`src/assert_macros.svh`:
```
`ifndef ASSERT_MACROS_SVH
`define ASSERT_MACROS_SVH

// Checked on every clock edge outside reset.
`define TMT_ASSERT(lbl, prop, msg) \
   lbl: assert property (@(posedge clock) disable iff (reset) prop) else $error(msg);

// Checked on every clock edge, reset included.
`define TMT_ASSERT_RST(lbl, prop, msg) \
   lbl: assert property (@(posedge clock) prop) else $error(msg);

`endif

```
`src/tmt_pkg.sv`:
```
`default_nettype none
package tmt_pkg;

   localparam int unsigned NUM_VERT  = 4;
   localparam int unsigned NUM_HORIZ = 4;
   localparam int unsigned NUM_OUT   = NUM_VERT + NUM_HORIZ;
   localparam int unsigned CSR_AW    = 3;
   localparam int unsigned CSR_DW    = 11;

   typedef logic [10:0]        width_type;
   typedef logic signed [7:0]  trim_type;
   typedef logic signed [12:0] sum_type;

   typedef trim_type  trim_vec_type [NUM_VERT];
   typedef width_type hold_vec_type [NUM_VERT];
   // element 0 sits in the lowest bits
   typedef logic [NUM_OUT-1:0][10:0] width_vec_type;

   typedef enum logic [CSR_AW-1:0] {
      REG_NEUTRAL_WIDTH   = 3'd0,
      REG_NEUTRAL_BAND    = 3'd1,
      REG_VERTICAL_MIN    = 3'd2,
      REG_VERTICAL_MAX    = 3'd3,
      REG_HORIZONTAL_MIN  = 3'd4,
      REG_HORIZONTAL_MAX  = 3'd5,
      REG_TRIM_LIMIT      = 3'd6,
      REG_STICK_DEAD_ZONE = 3'd7
   } reg_index_type;

   typedef struct packed {
      logic [10:0] neutral_width;
      logic [7:0]  neutral_band;
      logic [10:0] vertical_min;
      logic [10:0] vertical_max;
      logic [10:0] horizontal_min;
      logic [10:0] horizontal_max;
      logic [6:0]  trim_limit;
      logic [7:0]  stick_dead_zone;
   } cfg_type;

   localparam cfg_type CFG_RESET = '{
      neutral_width:   11'd1500,
      neutral_band:    8'd50,
      vertical_min:    11'd1000,
      vertical_max:    11'd2000,
      horizontal_min:  11'd1100,
      horizontal_max:  11'd1900,
      trim_limit:      7'd100,
      stick_dead_zone: 8'd50
   };

   localparam width_type HOLD_RESET = 11'd1500;

   typedef struct packed {
      logic               link_ok;
      logic               mode;
      logic signed [10:0] roll_correction;
      logic signed [10:0] pitch_correction;
      logic signed [9:0]  stick_vertical;
      logic signed [9:0]  stick_x;
      logic signed [9:0]  stick_y;
      logic signed [9:0]  stick_yaw;
   } item_type;

endpackage
`default_nettype wire

```
`src/tmt_limit.sv`:
```
`default_nettype none
module tmt_limit (
   input  tmt_pkg::sum_type   value,
   input  tmt_pkg::width_type lo,
   input  tmt_pkg::width_type hi,
   input  tmt_pkg::width_type neutral,
   input  logic [7:0]         band,
   output tmt_pkg::width_type width
);
   import tmt_pkg::*;

   sum_type lo_s, hi_s, n_s, band_s, band_hi, band_lo;

   always_comb begin
      lo_s    = signed'(13'(lo));
      hi_s    = signed'(13'(hi));
      n_s     = signed'(13'(neutral));
      band_s  = signed'(13'(band));
      band_hi = n_s + band_s;
      band_lo = n_s - band_s;
      // max wins over min when the pair is inverted
      if (value > hi_s) begin
         width = hi;
      end else if (value < lo_s) begin
         width = lo;
      end else if (value < band_hi && value > band_lo) begin
         width = neutral;
      end else begin
         width = value[10:0];
      end
   end

endmodule
`default_nettype wire

```
`src/tmt_trim.sv`:
```
`default_nettype none
`include "assert_macros.svh"
module tmt_trim (
   input  logic                  clock,
   input  logic                  reset,
   input  logic                  step,
   input  tmt_pkg::item_type     item,
   input  tmt_pkg::cfg_type      cfg,
   output tmt_pkg::trim_vec_type trim_next
);
   import tmt_pkg::*;

   trim_vec_type  trim_ff, trim_in, trim_new;
   sum_type       sum_w [NUM_VERT];
   sum_type       c0, c1, lim_p, lim_n;
   logic signed [10:0] z_s, dz_s;
   logic          dead_w;

   always_comb begin
      c0    = 13'(item.roll_correction);
      c1    = 13'(item.pitch_correction);
      lim_p = signed'(13'(cfg.trim_limit));
      lim_n = -lim_p;
      z_s   = 11'(item.stick_vertical);
      dz_s  = signed'(11'(cfg.stick_dead_zone));
      dead_w = (z_s > -dz_s) && (z_s < dz_s);

      sum_w[0] = 13'(trim_ff[0]) - c0 - c1;
      sum_w[1] = 13'(trim_ff[1]) - c0 + c1;
      sum_w[2] = 13'(trim_ff[2]) + c0 - c1;
      sum_w[3] = 13'(trim_ff[3]) + c0 + c1;

      for (int i = 0; i < NUM_VERT; i++) begin
         if (dead_w) begin
            trim_new[i] = '0;
         end else if (sum_w[i] > lim_p) begin
            trim_new[i] = lim_p[7:0];
         end else if (sum_w[i] < lim_n) begin
            trim_new[i] = lim_n[7:0];
         end else begin
            trim_new[i] = sum_w[i][7:0];
         end
         trim_in[i] = step ? trim_new[i] : trim_ff[i];
      end
   end

   always_ff @(posedge clock) begin
      if (reset) begin
         for (int i = 0; i < NUM_VERT; i++) begin
            trim_ff[i] <= '0;
         end
      end else begin
         trim_ff <= trim_in;
      end
   end

   assign trim_next = trim_new;

   `TMT_ASSERT(a_trim_clear, step && dead_w |=> trim_ff[0] == 0 && trim_ff[1] == 0 && trim_ff[2] == 0 && trim_ff[3] == 0, "trims not cleared in dead zone")
   `TMT_ASSERT(a_trim_hold, !step |=> $stable(trim_ff[0]) && $stable(trim_ff[1]) && $stable(trim_ff[2]) && $stable(trim_ff[3]), "trims moved without a thruster word")

endmodule
`default_nettype wire

```
`src/tmt_mixer.sv`:
```
`default_nettype none
module tmt_mixer (
   input  tmt_pkg::item_type      item,
   input  tmt_pkg::cfg_type       cfg,
   input  tmt_pkg::trim_vec_type  trim,
   input  tmt_pkg::hold_vec_type  hold,
   output tmt_pkg::width_vec_type widths
);
   import tmt_pkg::*;

   sum_type   n_s, z_s, x_s, y_s, yaw_s;
   sum_type   vraw [NUM_VERT];
   sum_type   hraw [NUM_HORIZ];
   width_type vlim [NUM_VERT];
   width_type hlim [NUM_HORIZ];

   always_comb begin
      n_s   = signed'(13'(cfg.neutral_width));
      z_s   = 13'(item.stick_vertical);
      x_s   = 13'(item.stick_x);
      y_s   = 13'(item.stick_y);
      yaw_s = 13'(item.stick_yaw);

      vraw[0] = n_s - z_s + 13'(trim[0]);
      vraw[1] = n_s + z_s + 13'(trim[1]);
      vraw[2] = n_s + z_s + 13'(trim[2]);
      vraw[3] = n_s - z_s + 13'(trim[3]);

      hraw[0] = n_s - yaw_s - x_s - y_s;
      hraw[1] = n_s - yaw_s + x_s - y_s;
      hraw[2] = n_s - yaw_s - x_s + y_s;
      hraw[3] = n_s + yaw_s - x_s - y_s;
   end

   for (genvar g = 0; g < NUM_VERT; g++) begin : g_vert
      tmt_limit u_lim (
         .value   (vraw[g]),
         .lo      (cfg.vertical_min),
         .hi      (cfg.vertical_max),
         .neutral (cfg.neutral_width),
         .band    (cfg.neutral_band),
         .width   (vlim[g])
      );
   end

   for (genvar g = 0; g < NUM_HORIZ; g++) begin : g_horiz
      tmt_limit u_lim (
         .value   (hraw[g]),
         .lo      (cfg.horizontal_min),
         .hi      (cfg.horizontal_max),
         .neutral (cfg.neutral_width),
         .band    (cfg.neutral_band),
         .width   (hlim[g])
      );
   end

   // vertical outputs double as the next hold values
   always_comb begin
      for (int i = 0; i < NUM_VERT; i++) begin
         if (!item.link_ok) begin
            widths[i]            = cfg.neutral_width;
            widths[i + NUM_VERT] = cfg.neutral_width;
         end else if (item.mode) begin
            widths[i]            = vlim[i];
            widths[i + NUM_VERT] = hlim[i];
         end else begin
            widths[i]            = hold[i];
            widths[i + NUM_VERT] = cfg.neutral_width;
         end
      end
   end

endmodule
`default_nettype wire

```
`src/thruster_mixer_with_tilt_trim.sv`:
```
// Channel   Dir   Contents
// req_      in    tdata: roll, pitch, stick vertical, x, y, yaw; tuser: link_ok, mode
// rsp_      out   tdata: vertical widths 0..3, horizontal widths 0..3
// csr_      in    write enable, 3-bit register index, 11-bit data
//
// One word per cycle sustained while rsp_ is ready; a taken word passes the input register,
// then the mixer and limiters into the result register, before it shows on rsp_.
// Trim and hold state update as a word moves into the result register, so
// consecutive words see each other's effect in order.
// A stalled rsp_ holds the result register; req_ still takes one more word.
// Synchronous reset restores register defaults, clears trims, sets holds to 1500.
`default_nettype none
`include "assert_macros.svh"
module thruster_mixer_with_tilt_trim (
   input  logic        clock,
   input  logic        reset,
   input  logic        req_tvalid,
   output logic        req_tready,
   // [10:0] roll_correction, [21:11] pitch_correction, [31:22] stick_vertical,
   // [41:32] stick_x, [51:42] stick_y, [61:52] stick_yaw, [63:62] zero
   input  logic [63:0] req_tdata,
   // [0] link_ok, [1] mode
   input  logic [1:0]  req_tuser,
   output logic        rsp_tvalid,
   input  logic        rsp_tready,
   // [10:0] vert_width_0 .. [43:33] vert_width_3,
   // [54:44] horiz_width_0 .. [87:77] horiz_width_3
   output logic [87:0] rsp_tdata,
   input  logic                        csr_we,
   input  logic [tmt_pkg::CSR_AW-1:0]  csr_addr,
   input  logic [tmt_pkg::CSR_DW-1:0]  csr_wdata
);
   import tmt_pkg::*;

   cfg_type       cfg_ff, cfg_in;
   logic          s1_valid_ff, s1_valid_in;
   item_type      s1_item_ff, s1_item_in;
   logic          out_valid_ff, out_valid_in;
   width_vec_type out_data_ff, out_data_in;
   hold_vec_type  hold_ff, hold_in;
   trim_vec_type  trim_next;
   width_vec_type widths;
   item_type      req_item;
   logic          req_accept, s1_adv, trim_step;

   always_comb begin
      req_item.link_ok          = req_tuser[0];
      req_item.mode             = req_tuser[1];
      req_item.roll_correction  = req_tdata[10:0];
      req_item.pitch_correction = req_tdata[21:11];
      req_item.stick_vertical   = req_tdata[31:22];
      req_item.stick_x          = req_tdata[41:32];
      req_item.stick_y          = req_tdata[51:42];
      req_item.stick_yaw        = req_tdata[61:52];
   end

   assign s1_adv     = s1_valid_ff && (!out_valid_ff || rsp_tready);
   assign req_tready = !s1_valid_ff || s1_adv;
   assign req_accept = req_tvalid && req_tready;
   assign trim_step  = s1_adv && s1_item_ff.link_ok && s1_item_ff.mode;

   always_comb begin
      cfg_in = cfg_ff;
      if (csr_we) begin
         case (reg_index_type'(csr_addr))
            REG_NEUTRAL_WIDTH:   cfg_in.neutral_width   = csr_wdata[10:0];
            REG_NEUTRAL_BAND:    cfg_in.neutral_band    = csr_wdata[7:0];
            REG_VERTICAL_MIN:    cfg_in.vertical_min    = csr_wdata[10:0];
            REG_VERTICAL_MAX:    cfg_in.vertical_max    = csr_wdata[10:0];
            REG_HORIZONTAL_MIN:  cfg_in.horizontal_min  = csr_wdata[10:0];
            REG_HORIZONTAL_MAX:  cfg_in.horizontal_max  = csr_wdata[10:0];
            REG_TRIM_LIMIT:      cfg_in.trim_limit      = csr_wdata[6:0];
            REG_STICK_DEAD_ZONE: cfg_in.stick_dead_zone = csr_wdata[7:0];
            default:             cfg_in = cfg_ff;
         endcase
      end
   end

   always_comb begin
      s1_valid_in  = req_accept ? 1'b1 : (s1_adv ? 1'b0 : s1_valid_ff);
      s1_item_in   = req_accept ? req_item : s1_item_ff;
      out_valid_in = s1_adv ? 1'b1 : (rsp_tready ? 1'b0 : out_valid_ff);
      out_data_in  = s1_adv ? widths : out_data_ff;
      for (int i = 0; i < NUM_VERT; i++) begin
         hold_in[i] = s1_adv ? widths[i] : hold_ff[i];
      end
   end

   tmt_trim u_trim (
      .clock     (clock),
      .reset     (reset),
      .step      (trim_step),
      .item      (s1_item_ff),
      .cfg       (cfg_ff),
      .trim_next (trim_next)
   );

   tmt_mixer u_mixer (
      .item   (s1_item_ff),
      .cfg    (cfg_ff),
      .trim   (trim_next),
      .hold   (hold_ff),
      .widths (widths)
   );

   always_ff @(posedge clock) begin
      if (reset) begin
         cfg_ff       <= CFG_RESET;
         s1_valid_ff  <= 1'b0;
         out_valid_ff <= 1'b0;
         for (int i = 0; i < NUM_VERT; i++) begin
            hold_ff[i] <= HOLD_RESET;
         end
      end else begin
         cfg_ff       <= cfg_in;
         s1_valid_ff  <= s1_valid_in;
         out_valid_ff <= out_valid_in;
         hold_ff      <= hold_in;
      end
   end

   always_ff @(posedge clock) begin
      s1_item_ff  <= s1_item_in;
      out_data_ff <= out_data_in;
   end

   assign rsp_tvalid = out_valid_ff;
   assign rsp_tdata  = out_data_ff;

   `TMT_ASSERT_RST(a_reset_idle, reset |=> !rsp_tvalid && req_tready, "not idle after reset")
   `TMT_ASSERT(a_adv_out, s1_adv |=> rsp_tvalid, "advanced word did not reach the result register")
   `TMT_ASSERT(a_nolink_neutral, s1_adv && !s1_item_ff.link_ok |=> rsp_tdata[10:0] == cfg_ff.neutral_width && rsp_tdata[54:44] == cfg_ff.neutral_width, "no-link word not neutral")

endmodule
`default_nettype wire

```
`config.mk`:
```
export PLATFORM = sky130hd
export DESIGN_NAME = thruster_mixer_with_tilt_trim
export DESIGN_NICKNAME = d
export VERILOG_FILES = /design/src/tmt_pkg.sv /design/src/tmt_limit.sv /design/src/tmt_trim.sv /design/src/tmt_mixer.sv /design/src/thruster_mixer_with_tilt_trim.sv
export VERILOG_INCLUDE_DIRS = /design/src /design/src/src
export SDC_FILE = /design/constraint.sdc
export NUM_CORES = 2
export LEC_CHECK = 0
export BUFFER_PORTS_ARGS = -buffer_cell sky130_fd_sc_hd__buf_4
export CORE_UTILIZATION = 65
export DETAILED_ROUTE_END_ITERATION = 6
export HOLD_SLACK_MARGIN = 0.12
export PLACE_DENSITY_LB_ADDON = 0.25
export SYNTH_ARGS = -nofsm -noshare
export SYNTH_HDL_FRONTEND = slang
export SYNTH_HIERARCHICAL = 1
export SYNTH_SLANG_ARGS = --single-unit
export TNS_END_PERCENT = 5
```
`constraint.sdc`:
```
create_clock -name clock -period 9.95 [get_ports clock]
set_input_delay 2.4875 -clock clock [delete_from_list [all_inputs] [get_ports clock]]
set_output_delay 2.4875 -clock clock [all_outputs]
set_load 0.005 [all_outputs]
```
==> flow_summary.toml <==
[critical_path]
endpoint_kind = "flip-flop"
cp.required_ns = 10.44
crit_path_start_kind = "flip-flop"
slowest_stage = "xor2_1"
r2r_setup_slack_ns = 0.45
crit_type = "flip-flop to flip-flop"
worst_path_largest_cell_delay_ns = 0.60
arrival_ns = 9.99
cp_max_fo = 12

[power]
power_frac_clock_pct = 11.8
vdd_drop_max_mv = 0.2170
p_sw_mw = 6.365
internal-power_mw = 6.213
power_density_mw_per_mm2 = 269.9
pwr-share-seq_pct = 12.3
p_leak_nw = 21.89
p_comb_share_pct = 76.0
p_sw_share_pct = 50.60

[sta]
rsz0062_at_grt = "yes"
fin_tns_setup_ns = 0
post-route-period-util_pct = 95.46
report.final.slew_viol_count = 0
min_period_ns = 9.498
hold_violations = 0
slew_headroom_pct = 6.177
clock_skew_ns = 0.03069
tightest_slew_ns = 1.397
fmax_mhz = 105.3
final-setup-viol-count = 0

[routing]
drc_errors = 0
ant_nets = 0
routedWlPerCell_um = 22.49
first_pass_iters = 6
routed_wl_um = 137100
via_count = 40000
dr.first_iter.drc_count = 4273
viasPerCell = 6.561

[final_layout]
final_cell_mix = "ha_1 (786), inv_1 (568), a21oi_1 (457)"
regArea_sq_mm = 0.007705
fin_util_pct = 71.02
final_nets = 6177
multi_input_area_sq_mm = 0.03245
fillers = 5220
syn_to_final_growth_pct = 8.206
mostFrequentLayoutCell = "ha_1"
layout-drive-gt1-share_pct = 9.004

[yosys]
synth_area_sq_mm = 0.04307
ys_types = 114
synth_flop_cell = "dfxtp_1"
postSynthAreaPerCell_sq_um = 8.497
ys_async_sr_fraction_pct = 0
synth_cells = 5069
synth_seq_cells = 308
ys_warn_count = 6
synth-seq-area-share_pct = 17.85
synth_edf_count = 152
synthesis.nets = 6045

[floorplanning]
ios = 175
rows = 94
core_sq_mm = 0.06563
initial_utilization_pct = 65.63
die_x_um = 259.4
fp.dieArea_sq_mm = 0.06730
die_h_um = 259.4

[grt]
grt-ovfl-total = 0
grt_first_pass_wirelength_um = 208000
grt_max_degree = 102
grt_usage_pct = 39.64
antenna_found_initial = 1
grt_pass1_vias = 37790

[placement]
hpwlAfterDp_um = 102400
place_congestion = 1.009
port_buffers = 172

[clock_tree]
root_buffer = "clkbuf_16"
clkSinkCount = 308
ctsHoldBuffers = 0
clockBufferDepth = 3
cts_tree = "yes"
clk_latency_ns = 0.59
clkSlewWorstSetupHoldPaths_ns = 0.06
cts_buffers = 38
htreeDepth = 2

[flow_run]
drv_cap = 0

[run_status]
status = "complete, no violations"

[hold_path]
hp-class = "flip-flop to flip-flop"
-- cell type report --
class                      count  area share, %
clock inverter                 8         0.1664
multi-input combinational   4025          69.62
timing repair buffer         248          4.030
tap                          864          2.319
antenna                        1       0.005369
clock buffer                  62          2.658
sequential                   308          16.53
inverter                     580          4.671
-- worst paths after layout --
| path | startpoint | end | cells after the start |
|---|---|---|---|
| min | u_trim/trim_ff[9]$_SDFFE_PP0P_ | u_trim/trim_ff[9]$_SDFFE_PP0P_ | 2 |
| min reg2reg | u_trim/trim_ff[9]$_SDFFE_PP0P_ | u_trim/trim_ff[9]$_SDFFE_PP0P_ | 2 |
| max reg2reg | s1_item_ff[44]$_DFFE_PP_ | hold_ff[30]$_SDFFE_PP1P_ | 36 |
| max | s1_item_ff[44]$_DFFE_PP_ | hold_ff[30]$_SDFFE_PP1P_ | 36 |
-- state kept, by name, indices dropped and copies added (netlist names) --
signal,cells
u_trim/trim_ff,32
hold_ff,44
s1_item_ff,64
rsp_tvalid,1
rsp_tdata,88
cfg_ff,78
s1_valid_ff,1
-- per-stage QoR --
stage | power [mW] | area [sq um] | instances | worst slack [ns] | hold slack [ns]
floorplan | 8.476 | 43070 | 5069 | 1.833 | 0.4250
global placement | 10.39 | 45160 | 6020 | 0.4117 | 0.4378
detailed placement | 10.67 | 45160 | 6020 | 0.2459 | 0.4393
CTS | 12.20 | 46480 | 6090 | 0.1837 | 0.4513
global route | 13.36 | 46600 | 6095 | -0.04026 | 0.4752
finish | 12.58 | 46610 | 6096 | 0.4518 | 0.4513
-- power by group through the flow --
| stage | clock network, mW | registers [mW] | logic (mW) |
|---|---|---|---|
| 6_report | 1.48 | 1.54 | 9.55 |
| 5_1_grt | 1.54 | 1.55 | 10.3 |
| 4_1_cts | 1.49 | 1.54 | 9.17 |
| 3_5_place_dp | 0 | 1.56 | 9.11 |
| 3_3_place_gp | 0 | 1.56 | 8.83 |
| 2_1_floorplan | 0 | 1.54 | 6.94 |
-- synthesized netlist by cell type, types with 23 or more instances --
master	count	area [sq um]
inv_1	568	2132
o211ai_1	56	420.4
o22ai_1	65	406.6
ha_1	786	9834
o21ai_0	161	805.8
xnor2_1	245	2146
nor2b_1	89	556.8
o21a_1	50	375.4
nand2_1	228	855.8
buf_6	23	259.0
or2_2	23	143.9
clkbuf_1	83	311.6
xor2_1	68	595.6
nand2b_1	116	725.7
a211o_1	25	219.0
edfxtp_1	152	4564
dfxtp_1	156	3123
mux2i_1	231	2312
a211oi_1	42	315.3
a31oi_1	42	262.8
a21oi_1	459	2297
o21ai_1	39	195.2
a21o_1	132	991.0
nand4_1	43	269.0
nor2_1	354	1329
nand3_1	66	330.3
fa_1	105	2102
nor3_1	139	695.7
o31ai_1	48	360.4
and3_1	23	143.9
o21bai_1	30	225.2
-- kinds of logic (layout without fill, tap and decap cells) --
group | Yosys count | after routing | share of synthesized area, %
AOI/OAI and AO/OA | 1338 | 1338 | 20.41
and+or+nand+nor | 1228 | 1228 | 14.46
adders and majority gates | 891 | 891 | 27.71
buffers and inverters | 736 | 898 | 7.070
xor gates and xnor gates | 315 | 315 | 6.478
DFF | 308 | 308 | 17.85
muxes | 253 | 253 | 6.022
other | 0 | 1 | 0
-- timing repair --
action / CTS / global route
endpoints found under the setup margin: 0 / 64
gates resized for setup: 0 / 15
buffers inserted: 0 / 5
-- critical path: cells and delay by family, from the launching register on --
family                   cells  cell delay [ns]
AO/OA/AOI/OAI               16             3.52
adder cells (fa/ha/maj)      5             1.82
AND/OR/NAND/NOR              6             1.45
XOR/XNOR                     2             0.97
multiplexers                 4             0.61
flip-flops                   1             0.55
buffers and inverters        3             0.45
-- layer usage --
metal | wire length (um) | global-route usage (%) | part of all wire (%) | vias up
li1 | - | - | - | 18450
met1 | 53560 | 50.11 | 39 | 18810
met2 | 59680 | 61.90 | 44 | 2160
met3 | 13680 | 7.157 | 10 | 577
met4 | 10170 | 26.09 | 7.4 | 2
met5 | 13 | 0 | 0.0095 | -
No activity file was read; power rests on OpenSTA's default activity.
